$ cat config.mk
export PLATFORM = sky130hd
export DESIGN_NAME = overwriting_ring_deque
export DESIGN_NICKNAME = d
export VERILOG_FILES = /design/src/rtl/ord_pkg.sv /design/src/rtl/ord_mem.sv /design/src/rtl/ord_ctrl.sv /design/src/rtl/overwriting_ring_deque.sv
export SDC_FILE = /design/constraint.sdc
export NUM_CORES = 1
export LEC_CHECK = 0
export BUFFER_PORTS_ARGS = -buffer_cell sky130_fd_sc_hd__buf_2
export CAP_MARGIN = 25
export CORE_AREA = 2 2 256 258
export DETAILED_ROUTE_END_ITERATION = 10
export DIE_AREA = 0 0 258 260
export PLACE_DENSITY = 0.54
export SLEW_MARGIN = 5
export SYNTH_ARGS = -nofsm -noshare
export SYNTH_HDL_FRONTEND = slang
export SYNTH_SLANG_ARGS = --single-unit
$ cat constraint.sdc
create_clock -name clk -period 5.5 [get_ports clk]
set_input_delay 1.65 -clock clk [delete_from_list [all_inputs] [get_ports clk]]
set_output_delay 1.65 -clock clk [all_outputs]
set_load 0.1 [all_outputs]
$ cat src/rtl/ord_pkg.sv
// shared types and constants for the overwriting ring deque
package ord_pkg;

  localparam int CNT_W = 5;
  localparam int PTR_W = 5;
  localparam int SIZE_LIMIT = 31;
  localparam logic [CNT_W-1:0] SIZE_RESET = 5'd16;

  typedef enum logic [1:0] {
    OP_PUT        = 2'd0,
    OP_GET_NEWEST = 2'd1,
    OP_GET_OLDEST = 2'd2
  } op_t;

  typedef struct packed {
    logic             wr_en;
    logic [PTR_W-1:0] wr_addr;
    logic             rd_en;
    logic [PTR_W-1:0] rd_addr;
  } mem_req_t;

  typedef struct packed {
    logic             hit;
    logic [CNT_W-1:0] fill;
  } res_info_t;

endpackage

$ cat src/rtl/ord_mem.sv
// slot storage with one write port and one registered read port
module ord_mem #(
  parameter int WORDS = 16,
  parameter int DATA_WIDTH = 32
) (
  input  logic                  clk,
  input  ord_pkg::mem_req_t     req,
  input  logic [DATA_WIDTH-1:0] wr_data,
  output logic [DATA_WIDTH-1:0] rd_data
);

  localparam int AW = (WORDS > 1) ? $clog2(WORDS) : 1;

  logic [DATA_WIDTH-1:0] mem [WORDS];

  always_ff @(posedge clk) begin
    if (req.rd_en) begin
      rd_data <= mem[req.rd_addr[AW-1:0]];
    end
    if (req.wr_en) begin
      mem[req.wr_addr[AW-1:0]] <= wr_data;
    end
  end

endmodule

$ cat src/rtl/ord_ctrl.sv
// head and count pointers, size register and slot address decode
module ord_ctrl #(
  parameter int SIZE_MAX = 16
) (
  input  logic                        clk,
  input  logic                        rst,
  input  logic                        cfg_wr_en,
  input  logic [ord_pkg::CNT_W-1:0]   cfg_wr_data,
  input  logic                        go,
  input  ord_pkg::op_t                op,
  input  logic                        rm,
  output ord_pkg::mem_req_t           req,
  output ord_pkg::res_info_t          info
);

  localparam logic [ord_pkg::CNT_W-1:0] SIZE_CAP = ord_pkg::CNT_W'(SIZE_MAX);

  logic [ord_pkg::CNT_W-1:0] ring_size;
  logic [ord_pkg::PTR_W-1:0] head;
  logic [ord_pkg::PTR_W-1:0] head_next;
  logic [ord_pkg::CNT_W-1:0] count;
  logic [ord_pkg::CNT_W-1:0] count_next;
  logic [ord_pkg::CNT_W-1:0] size_used;
  logic [ord_pkg::PTR_W-1:0] tail;
  logic [ord_pkg::PTR_W-1:0] newest;
  logic [ord_pkg::PTR_W-1:0] head_inc;
  logic                      hit;

  function automatic logic [ord_pkg::PTR_W-1:0] wrap_add(
    input logic [ord_pkg::PTR_W-1:0] a,
    input logic [ord_pkg::CNT_W-1:0] b,
    input logic [ord_pkg::CNT_W-1:0] sz
  );
    logic [ord_pkg::PTR_W:0] s;
    s = {1'b0, a} + {1'b0, b};
    if (s >= {1'b0, sz}) begin
      s = s - {1'b0, sz};
    end
    return s[ord_pkg::PTR_W-1:0];
  endfunction

  always_comb begin
    if (ring_size == '0) begin
      size_used = ord_pkg::CNT_W'(1);
    end else if (ring_size > SIZE_CAP) begin
      size_used = SIZE_CAP;
    end else begin
      size_used = ring_size;
    end
  end

  assign tail     = wrap_add(head, count, size_used);
  assign newest   = wrap_add(head, count - ord_pkg::CNT_W'(1), size_used);
  assign head_inc = wrap_add(head, ord_pkg::CNT_W'(1), size_used);

  always_comb begin
    head_next   = head;
    count_next  = count;
    hit         = 1'b0;
    req.wr_en   = 1'b0;
    req.wr_addr = tail;
    req.rd_addr = head;
    unique case (op)
      ord_pkg::OP_PUT: begin
        req.wr_en = go;
        if (count >= size_used) begin
          hit         = 1'b1;
          req.wr_addr = head;
          head_next   = head_inc;
        end else begin
          count_next = count + ord_pkg::CNT_W'(1);
        end
      end
      ord_pkg::OP_GET_NEWEST: begin
        req.rd_addr = newest;
        if (count != '0) begin
          hit = 1'b1;
          if (rm) begin
            count_next = count - ord_pkg::CNT_W'(1);
          end
        end
      end
      ord_pkg::OP_GET_OLDEST: begin
        if (count != '0) begin
          hit = 1'b1;
          if (rm) begin
            head_next  = head_inc;
            count_next = count - ord_pkg::CNT_W'(1);
          end
        end
      end
      default: ;
    endcase
    req.rd_en = go && hit;
  end

  assign info.hit  = hit;
  assign info.fill = count_next;

  always_ff @(posedge clk) begin
    if (rst) begin
      ring_size <= ord_pkg::SIZE_RESET;
      head      <= '0;
      count     <= '0;
    end else if (cfg_wr_en) begin
      ring_size <= cfg_wr_data;
      head      <= '0;
      count     <= '0;
    end else if (go) begin
      head  <= head_next;
      count <= count_next;
    end
  end

  a_count_in_range: assert property (@(posedge clk) disable iff (rst)
    count <= size_used) else $error("held count exceeds size in use");

  a_head_in_range: assert property (@(posedge clk) disable iff (rst)
    head < ord_pkg::PTR_W'(size_used)) else $error("head outside size in use");

  a_cfg_empties: assert property (@(posedge clk) disable iff (rst)
    cfg_wr_en |=> (count == '0) && (head == '0))
    else $error("size write did not empty the ring");

endmodule

$ cat src/rtl/overwriting_ring_deque.sv
// top level of the overwriting ring deque: input stage, control, slots, result stage
//
//   channel   signals                                   dir
//   in        in_valid in_stall opcode remove value      in
//   res       res_valid res_stall out_valid out_value    out
//             fill_count
//   cfg       cfg_wr_en cfg_wr_data                      in
//
// one item per cycle unless stalled; a result is registered after the input stage
// the slot memory read and pointer update happen on the edge into the result stage
// reset empties the ring; the size register resets to 16, used up to DEPTH
// while a result waits under res_stall, one more item is taken into the input stage
module overwriting_ring_deque #(
  parameter int DEPTH = 16,
  parameter int DATA_WIDTH = 32
) (
  input  logic                        clk,
  input  logic                        rst,
  input  logic                        cfg_wr_en,
  input  logic [ord_pkg::CNT_W-1:0]   cfg_wr_data,
  input  logic                        in_valid,
  output logic                        in_stall,
  input  logic [1:0]                  opcode,
  input  logic                        remove,
  input  logic [DATA_WIDTH-1:0]       value,
  output logic                        res_valid,
  input  logic                        res_stall,
  output logic                        out_valid,
  output logic [DATA_WIDTH-1:0]       out_value,
  output logic [ord_pkg::CNT_W-1:0]   fill_count
);

  localparam int SizeMax = (DEPTH < ord_pkg::SIZE_LIMIT) ? DEPTH : ord_pkg::SIZE_LIMIT;

  logic                      s1_v;
  ord_pkg::op_t              s1_op;
  logic                      s1_rm;
  logic [DATA_WIDTH-1:0]     s1_val;
  logic                      adv;
  logic                      accept;
  logic                      res_hit;
  logic [ord_pkg::CNT_W-1:0] res_fill;
  logic [DATA_WIDTH-1:0]     rd_data;
  ord_pkg::mem_req_t         req;
  ord_pkg::res_info_t        info;

  assign adv      = s1_v && (!res_valid || !res_stall);
  assign in_stall = s1_v && res_valid && res_stall;
  assign accept   = in_valid && !in_stall;

  always_ff @(posedge clk) begin
    if (rst) begin
      s1_v <= 1'b0;
    end else if (accept) begin
      s1_v <= 1'b1;
    end else if (adv) begin
      s1_v <= 1'b0;
    end
  end

  always_ff @(posedge clk) begin
    if (accept) begin
      s1_op  <= ord_pkg::op_t'(opcode);
      s1_rm  <= remove;
      s1_val <= value;
    end
  end

  ord_ctrl #(
    .SIZE_MAX(SizeMax)
  ) u_ctrl (
    .clk        (clk),
    .rst        (rst),
    .cfg_wr_en  (cfg_wr_en),
    .cfg_wr_data(cfg_wr_data),
    .go         (adv),
    .op         (s1_op),
    .rm         (s1_rm),
    .req        (req),
    .info       (info)
  );

  ord_mem #(
    .WORDS     (SizeMax),
    .DATA_WIDTH(DATA_WIDTH)
  ) u_mem (
    .clk    (clk),
    .req    (req),
    .wr_data(s1_val),
    .rd_data(rd_data)
  );

  always_ff @(posedge clk) begin
    if (rst) begin
      res_valid <= 1'b0;
    end else if (adv) begin
      res_valid <= 1'b1;
    end else if (!res_stall) begin
      res_valid <= 1'b0;
    end
  end

  always_ff @(posedge clk) begin
    if (adv) begin
      res_hit  <= info.hit;
      res_fill <= info.fill;
    end
  end

  assign out_valid  = res_hit;
  assign out_value  = res_hit ? rd_data : '0;
  assign fill_count = res_fill;

  a_accept_fills_stage: assert property (@(posedge clk) disable iff (rst)
    accept |=> s1_v) else $error("accepted item lost from input stage");

  a_stall_needs_both: assert property (@(posedge clk) disable iff (rst)
    in_stall |=> s1_v) else $error("input stage emptied while stalled");

  a_result_holds: assert property (@(posedge clk) disable iff (rst)
    res_valid && res_stall |=> res_valid && $stable(out_valid) && $stable(out_value)
      && $stable(fill_count)) else $error("stalled result changed");

endmodule
# Yosys cells after proc, flatten, opt, wreduce, memory -nomap -nowiden
# Memories as Yosys holds them, arrays and structs flattened. A register that Yosys moved wholly into a read port is not among the register bits.
# Index checks and enable logic that the tools add are counted.
[word_totals]
ff_bits = 58
ram_bits = 512
input_bits = 45
out_inout_bits = 40
elab_cells = 73
memories = 1
[classes]
add_sub_neg = 8
n_lt_le_gt_ge = 5
n_eq_ne = 6
n_mux = 26
reduce_logical = 17
[mem_list]
columns = ["name", "words", "word_bits", "rd", "rd_ports_with_merged_regs", "write_ports", "line_no", "text"]
rows = [
  ["u_mem.mem", 16, 32, 1, 1, 1, "ord_mem.sv:14", "logic [DATA_WIDTH-1:0] mem [WORDS];"],
]
[ops]
columns = ["operator", "count"]
rows = [
  ["$mux 5", 11],
  ["$mux 32", 1],
  ["$pmux 5 s2", 2],
  ["$ge 6x5->1", 3],
  ["$add 5x5->6", 2],
  ["$sub 5x5->5", 2],
  ["$mux 1", 8],
  ["$mux 4", 2],
  ["$add 5x1->6 const B", 1],
  ["$mux 6", 1],
  ["$ne 2x1->1 const B", 3],
  ["$add 5x1->5 const B", 1],
  ["$ge 5x5->1", 1],
  ["$gt 5x5->1 const B", 1],
  ["$logic_and 1x1->1", 5],
  ["$logic_not 5->1", 1],
  ["$reduce_and 5->1", 1],
  ["$reduce_bool 5->1", 1],
  ["$sub 5x1->5 const B", 1],
  ["$reduce_bool 2->1", 2],
  ["$reduce_or 2->1", 2],
  ["$sub 4x4->4", 1],
  ["$logic_not 1->1", 3],
  ["$eq 2x1->1 const B", 1],
  ["5 further kinds", 5],
]

# Longest topological paths before layout
# Gate-level depths: netlist (run 1).
[depth]
word_depth = 9
mapped_depth = 18
mapped_depth_nobuf = 16

# Hierarchy
# Synthesis (run 1) repeated with hierarchy kept, for this count alone.
[hier_totals]
cells_unflattened = 1221
hier_area_um2 = 24095.6
[by_module_without_submodules]
columns = ["module", "instances", "cells_each", "area_per_inst_um2", "seq_area_each_um2"]
rows = [
  ["ord_mem", 1, 838, 20155.6, 16335.7],
  ["ord_ctrl", 1, 297, 2376.0, 300.3],
  ["overwriting_ring_deque", 1, 86, 1564.0, 1271.2],
]

# Least setup slack after synthesis (run 1)
# Ideal clock, no wire load.
[synth_path]
path_type = "register -> register"
startpoint = "register u_ctrl.head[0] (netlist bit)"
endpoint = "memory u_mem.mem[0][0], enable pin"
setup_ps = 421
t_arrival_ps = 4455
required_ps = 5079
setup_slack_ps = 624
stages_incl_launch_ff = 13
path_buffers = 0
period_less_slack_ps = 4876
cell_sequence = "dfxtp_1 -> ha_1 -> fa_1 -> inv_1 -> fa_1 -> a21bo_2 -> a21o_1 -> a21o_1 -> a221oi_2 -> mux2_2 -> mux2i_1 -> nand4_1 -> nor2_1"
[synth_via]
elab_chain_len = 5
elab_cells_between_ends = 6
classes_between = "2 x add/sub; 1 x order compare; 3 x mux"
[synth_rtl]
columns = ["element", "line_no", "text"]
rows = [
  ["start, declared", "ord_ctrl.sv:19", "logic [ord_pkg::PTR_W-1:0] head;"],
  ["start signal, assigned", "ord_ctrl.sv:110", "head <= head_next;"],
  ["$add 5x5->6", "ord_ctrl.sv:35", "s = {1'b0, a} + {1'b0, b};"],
  ["$sub 5x5->5 or $ge 6x5->1 (tied branches)", "ord_ctrl.sv:37, ord_ctrl.sv:36", ""],
  ["$mux 5", "ord_ctrl.sv:36", "if (s >= {1'b0, sz}) begin"],
  ["$mux 5", "ord_ctrl.sv:66", "if (count >= size_used) begin"],
  ["$mux 6 *", "ord_ctrl.sv:63", "unique case (op)"],
  ["end, declared", "ord_mem.sv:14", ""],
]
# Every way passes the cells marked *; elsewhere a longest branch is shown, timed or not.

# Worst setup path in the final report (run 1)
[layout_path]
startpoint = "register u_ctrl.count[0] (netlist bit)"
endpoint = "register u_mem.rd_data[3], read port of u_mem.mem, data pin"
[layout_via]
elab_chain_len = 5
elab_cells_between_ends = 12
classes_between = "3 x add/sub; 2 x order compare; 5 x mux; 2 x reduce/logical"
[layout_rtl]
columns = ["element", "line_no", "text"]
rows = [
  ["start, declared", "ord_ctrl.sv:21", "logic [ord_pkg::CNT_W-1:0] count;"],
  ["start signal, assigned", "ord_ctrl.sv:111", "count <= count_next;"],
  ["$sub 5x1->5", "ord_ctrl.sv:53", "assign newest = wrap_add(head, count - ord_pkg::CNT_W'(1), size_used);"],
  ["$add 5x5->6", "ord_ctrl.sv:35", ""],
  ["$ge 6x5->1 or $sub 4x4->4 (tied branches)", "ord_ctrl.sv:36, ord_ctrl.sv:37", ""],
  ["$mux 4", "ord_ctrl.sv:36", ""],
  ["$mux 4", "ord_ctrl.sv:63", ""],
  ["end, declared", "ord_mem.sv:9", "output logic [DATA_WIDTH-1:0] rd_data"],
]
# Parallel ways exist; a longest one is shown, timed or not.
# A chain may end at the register's enable or synchronous reset.

==> results of run 1 <==
-- stage by stage --
step / instance area [um2] / cells
final: 28410 / 2511
after global routing: 28410 / 2511
after CTS: 28410 / 2511
after detailed placement: 26180 / 2387
after global placement: 26180 / 2387
after floorplan: 24320 / 1475
-- worst min-delay path: cells and delay by family (launching register included) --
| kind | cells | cell delay [ps] |
|---|---|---|
| multiplexers | 1 | 80 |
| flip-flops | 1 | 340 |
| AND/OR/NAND/NOR | 1 | 70 |
-- registers in the layout, summed over array words and instances, names as in the netlist --
register / flops
s1_v: 1
s1_rm: 1
u_mem.rd_data: 32
u_ctrl.head: 5
s1_val: 32
u_mem.mem: 512
res_valid: 1
u_ctrl.count: 5
out_valid: 1
s1_op: 2
fill_count: 5
u_ctrl.ring_size: 5
-- cell type report --
cell class | count | area [um2] | share of cell area
multi-input combinational | 780 | 6135 | 0.2159
clock buffer | 89 | 1844 | 0.06491
clock inverter | 35 | 386.6 | 0.01361
inverter | 25 | 93.84 | 0.003303
tap | 855 | 1070 | 0.03765
sequential | 602 | 17910 | 0.6302
timing repair buffer | 125 | 978.4 | 0.03443
-- path summary, 6_finish.rpt --
| kind | from | end |
|---|---|---|
| worst min register to register | u_ctrl.ring_size[0]$_SDFFE_PP0P_ | u_ctrl.ring_size[0]$_SDFFE_PP0P_ |
| worst max register to register | u_ctrl.count[0]$_SDFFE_PP0P_ | u_mem.rd_data[3]$_DFFE_PP_ |
| worst max-delay path | u_ctrl.count[0]$_SDFFE_PP0P_ | u_mem.rd_data[3]$_DFFE_PP_ |
| worst min-delay path | u_ctrl.ring_size[0]$_SDFFE_PP0P_ | u_ctrl.ring_size[0]$_SDFFE_PP0P_ |
-- cells in the final DEF, fill, tap and decap left out, types with 3 or more instances in the layout --
master and count:
buf_4 21, buf_2 84, nand3_1 5, ha_1 37
dfxtp_1 17, xor2_1 9, clkinv_2 13, clkbuf_1 18
a31oi_1 3, clkbuf_16 71, o21a_1 4, mux2_2 4
edfxtp_1 585, bufinv_16 6, o21ai_0 8, a211oi_1 3
nand2b_1 6, fa_1 5, o211ai_1 4, o22ai_1 129
nor3_1 5, buf_12 20, nand2_1 54, nor2_4 16
and2_1 32, or2_2 4, a21oi_1 19, a21o_1 15
clkinv_1 11, nor2_1 86, inv_1 24, and3_1 3
nand4_1 7, mux2i_1 268, xnor2_1 11
-- cell usage after synthesis, types with 15 or more instances --
cell      number  area (um2)
inv_1         24       90.09
and2_1        33       206.5
nand2_1       54       202.7
mux2i_1      268        2683
edfxtp_1     585       17570
dfxtp_1       17       340.3
nor2_1       102       382.9
a21oi_1       19       95.09
buf_2         28       140.1
o22ai_1      129       807.0
clkbuf_1      33       123.9
a21o_1        15       112.6
ha_1          37       462.9
-- power by group --
group | switching [mW] | total (mW) | internal, mW
registers | 0.0645 | 5.15 | 5.09
logic | 0.454 | 0.719 | 0.265
clock network | 1.84 | 4.51 | 2.67
-- layer usage --
layer  share of wire  vias to the layer above
met2            0.49                      317
li1                -                     6041
met4           0.021                        0
met3           0.045                       72
met5               0                        -
met1            0.44                     6630
-- cell families after synthesis --
family | after synthesis | synth area share
AO/OA/AOI/OAI | 217 | 0.06075
XOR/XNOR | 20 | 0.007202
adder cells (fa/ha/maj) | 42 | 0.02315
buffers and inverters | 93 | 0.01764
flip-flops | 602 | 0.7363
multiplexers | 272 | 0.1121
AND/OR/NAND/NOR | 229 | 0.04285
==> results.cfg, run 1 <==
[yosys]
ys_ff_latch = 602
yosysUniqueCellTypes = 62
synth-edff-count = 585
syn_inst = 1475
avgSynthCellArea_um2 = 16.49
synthFlopType = edfxtp_1
synth-async-reset-ratio = 0
yosys_warnings = 0
yosysSeqAreaShare = 0.7363
synth_area_um2 = 24320
syn_nets = 1562

[critical_path]
cpMaxStageDelayCell = or4_2
required_ps = 5970
worstSetupPathType = reg2reg
critPathCaptureType = flip-flop
r2r_cells = 15
r2r_slack_ps = 440
cpLargestDelayFamily = simple AND/OR/NAND/NOR gates
crit_top_cell = ha_1
critPathMaxStageDelay_ps = 650
crit_cells = 15
critical_path.cell_chain = inv_1, ha_1, nor3b_1, xor2_1, ha_1, xnor2_1, ha_1, a211oi_1, nand3_1, o211a_1, or4_2, buf_4, o22ai_1, nor2_1, nand2_1
startpoint_type = flip-flop
critPathBufInv = 2
crit_arrival_ps = 5530
path_max_fanout = 32

[timing]
setup_tns_ps = 0
tightest_slew_ps = 640.7
setup_violations = 0
clock_skew_ps = 26.98
finalHoldViolations = 0
hold_slack_ps = 525.3
clock.fmax_mhz = 197.6
finalCritPeriodShare = 0.9202
fin_ws_ps = 439.0
grt_setup_unrepaired = false
slew-limit-headroom = 0.5729
fin_crit_ps = 5061
maxSlewViolCount = 0

[floorplanning]
io_pins = 85
die_w_um = 258
rows = 93
initial_core_util = 0.3793
core_um2 = 64120
die_area_um2 = 67080
die_h_um = 260

[global_routing]
grt_use_met3 = 0.02671
globalRoute.busiestLayer = met2
grt.total_usage = 0.1724
gr-usage-met2 = 0.2940
grt_overflow = 0
grt_pass1_wl_um = 85240
use_met1 = 0.2263
grt_pass1_vias = 13130
grt_max_degree = 65
antenna_found_initial = 1

[placement]
place_ws_ps = 537.6
place.gp.congestion = 0.7969
dp_hpwl_um = 30120
io_buffers = 84

[detailed_routing]
wl_per_cell_um = 22.95
drt_iter0_drc = 1071
ant_nets = 0
drc = 0
via_count = 13060
wirelength_um = 57640
drtPass1Iterations = 5
vias_per_cell = 5.201

[cts]
holdBufCountCts = 0
ctsHtreeMaxLevel = 3
numCtsBuffers = 68
cts_sinks = 602
cts_max_path_buffers = 3
cts_root_buf = clkbuf_16
postCtsSetupRepairBufs = 0
cts_tree = yes
clkTransAtPathRegs_ps = 60
cts-resized-gates = 0
clk_latency_ps = 610

[power]
power_density_nw_per_um2 = 365.4
power_mw = 10.38
ir_worst_vdd_v = 0.0002136
p_leak_nw = 10.79

[finish]
area_growth_pct = 16.83
drive_gt1_frac = 0.1570
diodes = 0
post-route-util = 0.4432
fin_nets = 1689
fillCellCount = 5548

[status]
status = completed

[flow_run]
drv_cap = 0

[hold_path]
min_delay_path_depth = 2
hold_class = reg2reg
(Power assumes the default switching activity.)
==> run 2, diff against run 1 <==
- GPL_TIMING_DRIVEN: not set -> 0
==> results.cfg, run 2 (synthesized netlist as in run 1, its figures left out) <==
[status]
status = completed

[power]
p_switching_mw = 2.321
power_density_nw_per_um2 = 355.2
p_int_mw = 7.792
seq_power_share = 0.509
p_leak_nw = 10.80
ir_worst_vdd_v = 0.0001925
pwr-share-comb = 0.075
power_mw = 10.11
p_sw_frac = 0.2295
clkPwrFrac = 0.415

[timing]
clock.fmax_mhz = 193.2
finalCritPeriodShare = 0.9412
finalHoldViolations = 0
tightest_slew_ps = 958.3
setup_violations = 0
clock_skew_ps = 21.17
fin_ws_ps = 323.2
fin_crit_ps = 5177
grt_setup_unrepaired = false
hold_slack_ps = 504.5
setup_tns_ps = 0
maxSlewViolCount = 0
slew-limit-headroom = 0.3596

[detailed_routing]
vias_per_cell = 5.135
ant_nets = 0
drt_iter0_drc = 1044
wirelength_um = 58120
wl_per_cell_um = 22.83
drc = 0
via_count = 13070
drtPass1Iterations = 5

[critical_path]
startpoint_type = flip-flop
required_ps = 5830
worstSetupPathType = reg2reg
r2r_slack_ps = 320
cp-startpoint = u_ctrl.count[0]$_SDFFE_PP0P_
path_max_fanout = 10
crit_arrival_ps = 5510
r2r-start = u_ctrl.count[0]$_SDFFE_PP0P_
critPathCaptureType = flip-flop

[cts]
clk_latency_ps = 600
cts_sinks = 602
holdBufCountCts = 0
numCtsBuffers = 66
cts_root_buf = clkbuf_16
clkTransAtPathRegs_ps = 60
ctsHtreeMaxLevel = 3
cts_max_path_buffers = 3
cts_tree = yes

[floorplanning]
die_area_um2 = 67080
die_h_um = 260
io_pins = 85
die_w_um = 258
initial_core_util = 0.3793
rows = 93
core_um2 = 64120

[placement]
place_ws_ps = -257.8
place.gp.congestion = 0.7739
dp_hpwl_um = 37830
io_buffers = 83

[global_routing]
grt_overflow = 0
grt.total_usage = 0.1737
grt_pass1_wl_um = 85690
grt_pass1_vias = 13420
antenna_found_initial = 1
grt_max_degree = 24

[finish]
fin_nets = 1734
ff_latch_area_um2 = 17910
post-route-util = 0.4440
final_cell_mix = edfxtp_1, mux2i_1, o22ai_1, buf_2, nor2_1
area_growth_pct = 17.04
diodes = 0
layout_commonest_cell = edfxtp_1
drive_gt1_frac = 0.1609
multi_input_area_um2 = 6131
largest_register_ffs = 512
fillCellCount = 5581

[hold_path]
hold_class = reg2reg
min_from = s1_v$_SDFFE_PP0P_

[flow_run]
drv_cap = 0
==> run 2: final timing paths <==
path                                       to  depth (start not counted)
setup / recovery  u_mem.rd_data[15]$_DFFE_PP_                         17
hold / removal         res_valid$_SDFFE_PP0P_                          2
setup reg to reg  u_mem.rd_data[15]$_DFFE_PP_                         17
hold reg to reg        res_valid$_SDFFE_PP0P_                          2
==> run 2: per-stage QoR <==
stage | cell area [um2] | instances
2_1_floorplan | 24320 | 1475
3_3_place_gp | 25810 | 2413
3_5_place_dp | 26380 | 2433
4_1_cts | 28420 | 2545
5_1_grt | 28470 | 2546
6_report | 28470 | 2546
==> run 2: final cells by class <==
class                      count  area share
sequential                   602      0.6290
multi-input combinational    780      0.2154
clock buffer                  83     0.06246
tap                          855     0.03758
timing repair buffer         104     0.03050
buffer                        68     0.01288
clock inverter                29    0.008878
inverter                      25    0.003296
==> run 2: power by group through the flow <==
| stage | sequential (mW) | combinational (mW) | clock [mW] |
|---|---|---|---|
| 2_1_floorplan | 5.24 | 0.510 | 0 |
| 3_3_place_gp | 5.24 | 0.739 | 0 |
| 3_5_place_dp | 5.25 | 0.761 | 0 |
| 4_1_cts | 5.15 | 0.767 | 4.28 |
| 5_1_grt | 5.16 | 0.826 | 4.48 |
| 6_report | 5.15 | 0.763 | 4.20 |
==> run 2: routing by layer <==
metal	global-route usage	vias to the layer above	routed length, um
met2	0.2978	276	28740
met5	0	-	0
met3	0.03041	70	2566
li1	-	6106	-
met1	0.2273	6622	25840
met4	0.04833	0	973
==> run 2: critical path: stages, from the launching register on <==
cell	delay, ps
dfxtp_1	450
inv_1	190
ha_1	390
inv_1	110
ha_1	280
a21o_1	220
a21oi_1	190
xor2_1	300
inv_1	90
ha_1	370
o311a_1	190
o311ai_1	430
o211ai_1	260
nand4_1	370
clkbuf_1	580
o22ai_1	200
nor2_1	210
nand2_1	90
==> run 2: what timing repair did <==
action | 4_1_cts | 5_1_grt
resized for setup | 5 | 23
pin swaps | 1 | 1
setup buffers | 0 | 1
endpoints found under the setup margin | 32 | 32
==> run 3, diff against run 2 <==
- HOLD_SLACK_MARGIN: not set -> 0.05
- PLACE_DENSITY: 0.54 -> not set
- PLACE_DENSITY_LB_ADDON: not set -> 0.3
==> results.cfg, run 3 (synthesized netlist as in run 1, its figures left out) <==
[detailed_routing]
ant_nets = 0
drc = 0
wl_per_cell_um = 22.26
drtPass1Iterations = 5
via_count = 13150
vias_per_cell = 5.160
drt_iter0_drc = 896
wirelength_um = 56710

[cts]
cts_root_buf = clkbuf_16
holdBufCountCts = 0
cts_sinks = 602
cts_tree = yes
numCtsBuffers = 66
clk_latency_ps = 610
ctsHtreeMaxLevel = 3
cts_max_path_buffers = 3
clkTransAtPathRegs_ps = 50

[critical_path]
cpMaxStageDelayCell = a211oi_2
critical_path.cell_chain = inv_1, ha_1, nor3b_1, xor2_1, ha_1, xnor2_1, ha_1, a211oi_2, nand4_1, a31oi_2, buf_2, clkbuf_4, mux2i_1, o22ai_1, nor2_1, nand2_1
cpLargestDelayFamily = buffers and inverters
path_max_fanout = 10
crit_arrival_ps = 5550
r2r-start = u_ctrl.count[0]$_SDFFE_PP0P_
critPathBufInv = 3
worstSetupPathType = reg2reg
cp-startpoint = u_ctrl.count[0]$_SDFFE_PP0P_
critPathCaptureType = flip-flop
startpoint_type = flip-flop
r2r_slack_ps = 270
critPathMaxStageDelay_ps = 430
required_ps = 5820
crit_top_cell = ha_1

[global_routing]
grt_pass1_wl_um = 83570
grt.total_usage = 0.1694
grt_overflow = 0
grt_pass1_vias = 13210
grt_max_degree = 25
antenna_found_initial = 0

[power]
power_mw = 10.16
p_leak_nw = 10.80
ir_worst_vdd_v = 0.0002444
power_density_nw_per_um2 = 356.2

[placement]
io_buffers = 83
place.gp.congestion = 0.7825
dp_hpwl_um = 36470

[flow_run]
drv_cap = 0

[finish]
final_cell_mix = edfxtp_1, mux2i_1, o22ai_1, buf_2, nor2_1
area_growth_pct = 17.30
largest_register_ffs = 512
fin_nets = 1734
ff_latch_area_um2 = 17910
layout_commonest_cell = edfxtp_1
multi_input_area_um2 = 6126
drive_gt1_frac = 0.1596
fillCellCount = 5522

[floorplanning]
initial_core_util = 0.3793
rows = 93
die_w_um = 258
die_h_um = 260
core_um2 = 64120
io_pins = 85
die_area_um2 = 67080

[timing]
finalCritPeriodShare = 0.9510
clock.fmax_mhz = 191.2
fin_crit_ps = 5231
maxSlewViolCount = 0
grt_setup_unrepaired = true
tightest_slew_ps = 916.3
finalHoldViolations = 0
hold_slack_ps = 504.7
clock_skew_ps = 30.97
setup_violations = 0
slew-limit-headroom = 0.3891

[hold_path]
min_from = s1_v$_SDFFE_PP0P_
hold_class = reg2reg

[status]
status = completed
-- run 3: cell count changes in the layout (fill, tap and decap cells not counted), sizes merged --
cell / change
diode: +1
buf: +5
clkinvlp: +1
clkinv: +2
clkbuf: -7
bufinv: +2
inv: -2
-- run 3: worst min-delay path: cells and delay by family, from the launching register on --
kind,cells,cell delay [ps]
DFF,1,350
AOI/OAI and AO/OA,1,50
and+or+nand+nor,1,70
-- run 3: timing repair --
action                                  in CTS  in global routing
resized for setup                            2                 12
setup buffers                                0                  0
endpoints found under the setup margin      21                 29
-- run 3: power by group --
group          leakage [nW]  internal [mW]  total (mW)  switching, mW
sequential             5.43           5.09        5.15         0.0663
clock                  1.02           2.49        4.26           1.77
combinational          4.36          0.263       0.752          0.489
total                  10.8           7.84        10.2           2.32
-- run 3: path summary, 6_finish.rpt --
| path | to | cells after the start |
|---|---|---|
| max | u_mem.rd_data[1]$_DFFE_PP_ | 16 |
| min | res_valid$_SDFFE_PP0P_ | 2 |
| max reg2reg | u_mem.rd_data[1]$_DFFE_PP_ | 16 |
| min reg2reg | res_valid$_SDFFE_PP0P_ | 2 |
-- run 3: final cells by class --
cell class,count,area share
well taps,855,0.03750
clock inverters,32,0.01267
inverters,25,0.003289
diodes,1,0.00008771
flip-flops and latches,602,0.6277
plain buffers,68,0.01206
repair buffers,104,0.03140
clock buffers,81,0.06061
multi-input cells,780,0.2147
-- run 3: per-stage QoR --
stage	worst slack (ps)	cell area, um2	std cells	util	TNS [ps]
2_1_floorplan	623.6	24320	1475	-	0
5_1_grt	-56.07	28530	2547	0.4449	-56.07
6_report	269.4	28530	2548	0.4450	0
3_3_place_gp	-1577	25810	2413	0.4025	-756850
4_1_cts	145.1	28510	2546	0.4447	0
3_5_place_dp	-137.4	26410	2433	0.4119	-883.4
-- run 3: metal layers --
layer	vias up	part of all wire	global-route usage
li1	6095	-	-
met1	6636	0.43	0.2146
met2	337	0.51	0.2943
met3	80	0.045	0.02671
met4	0	0.022	0.06101
met5	-	0	0
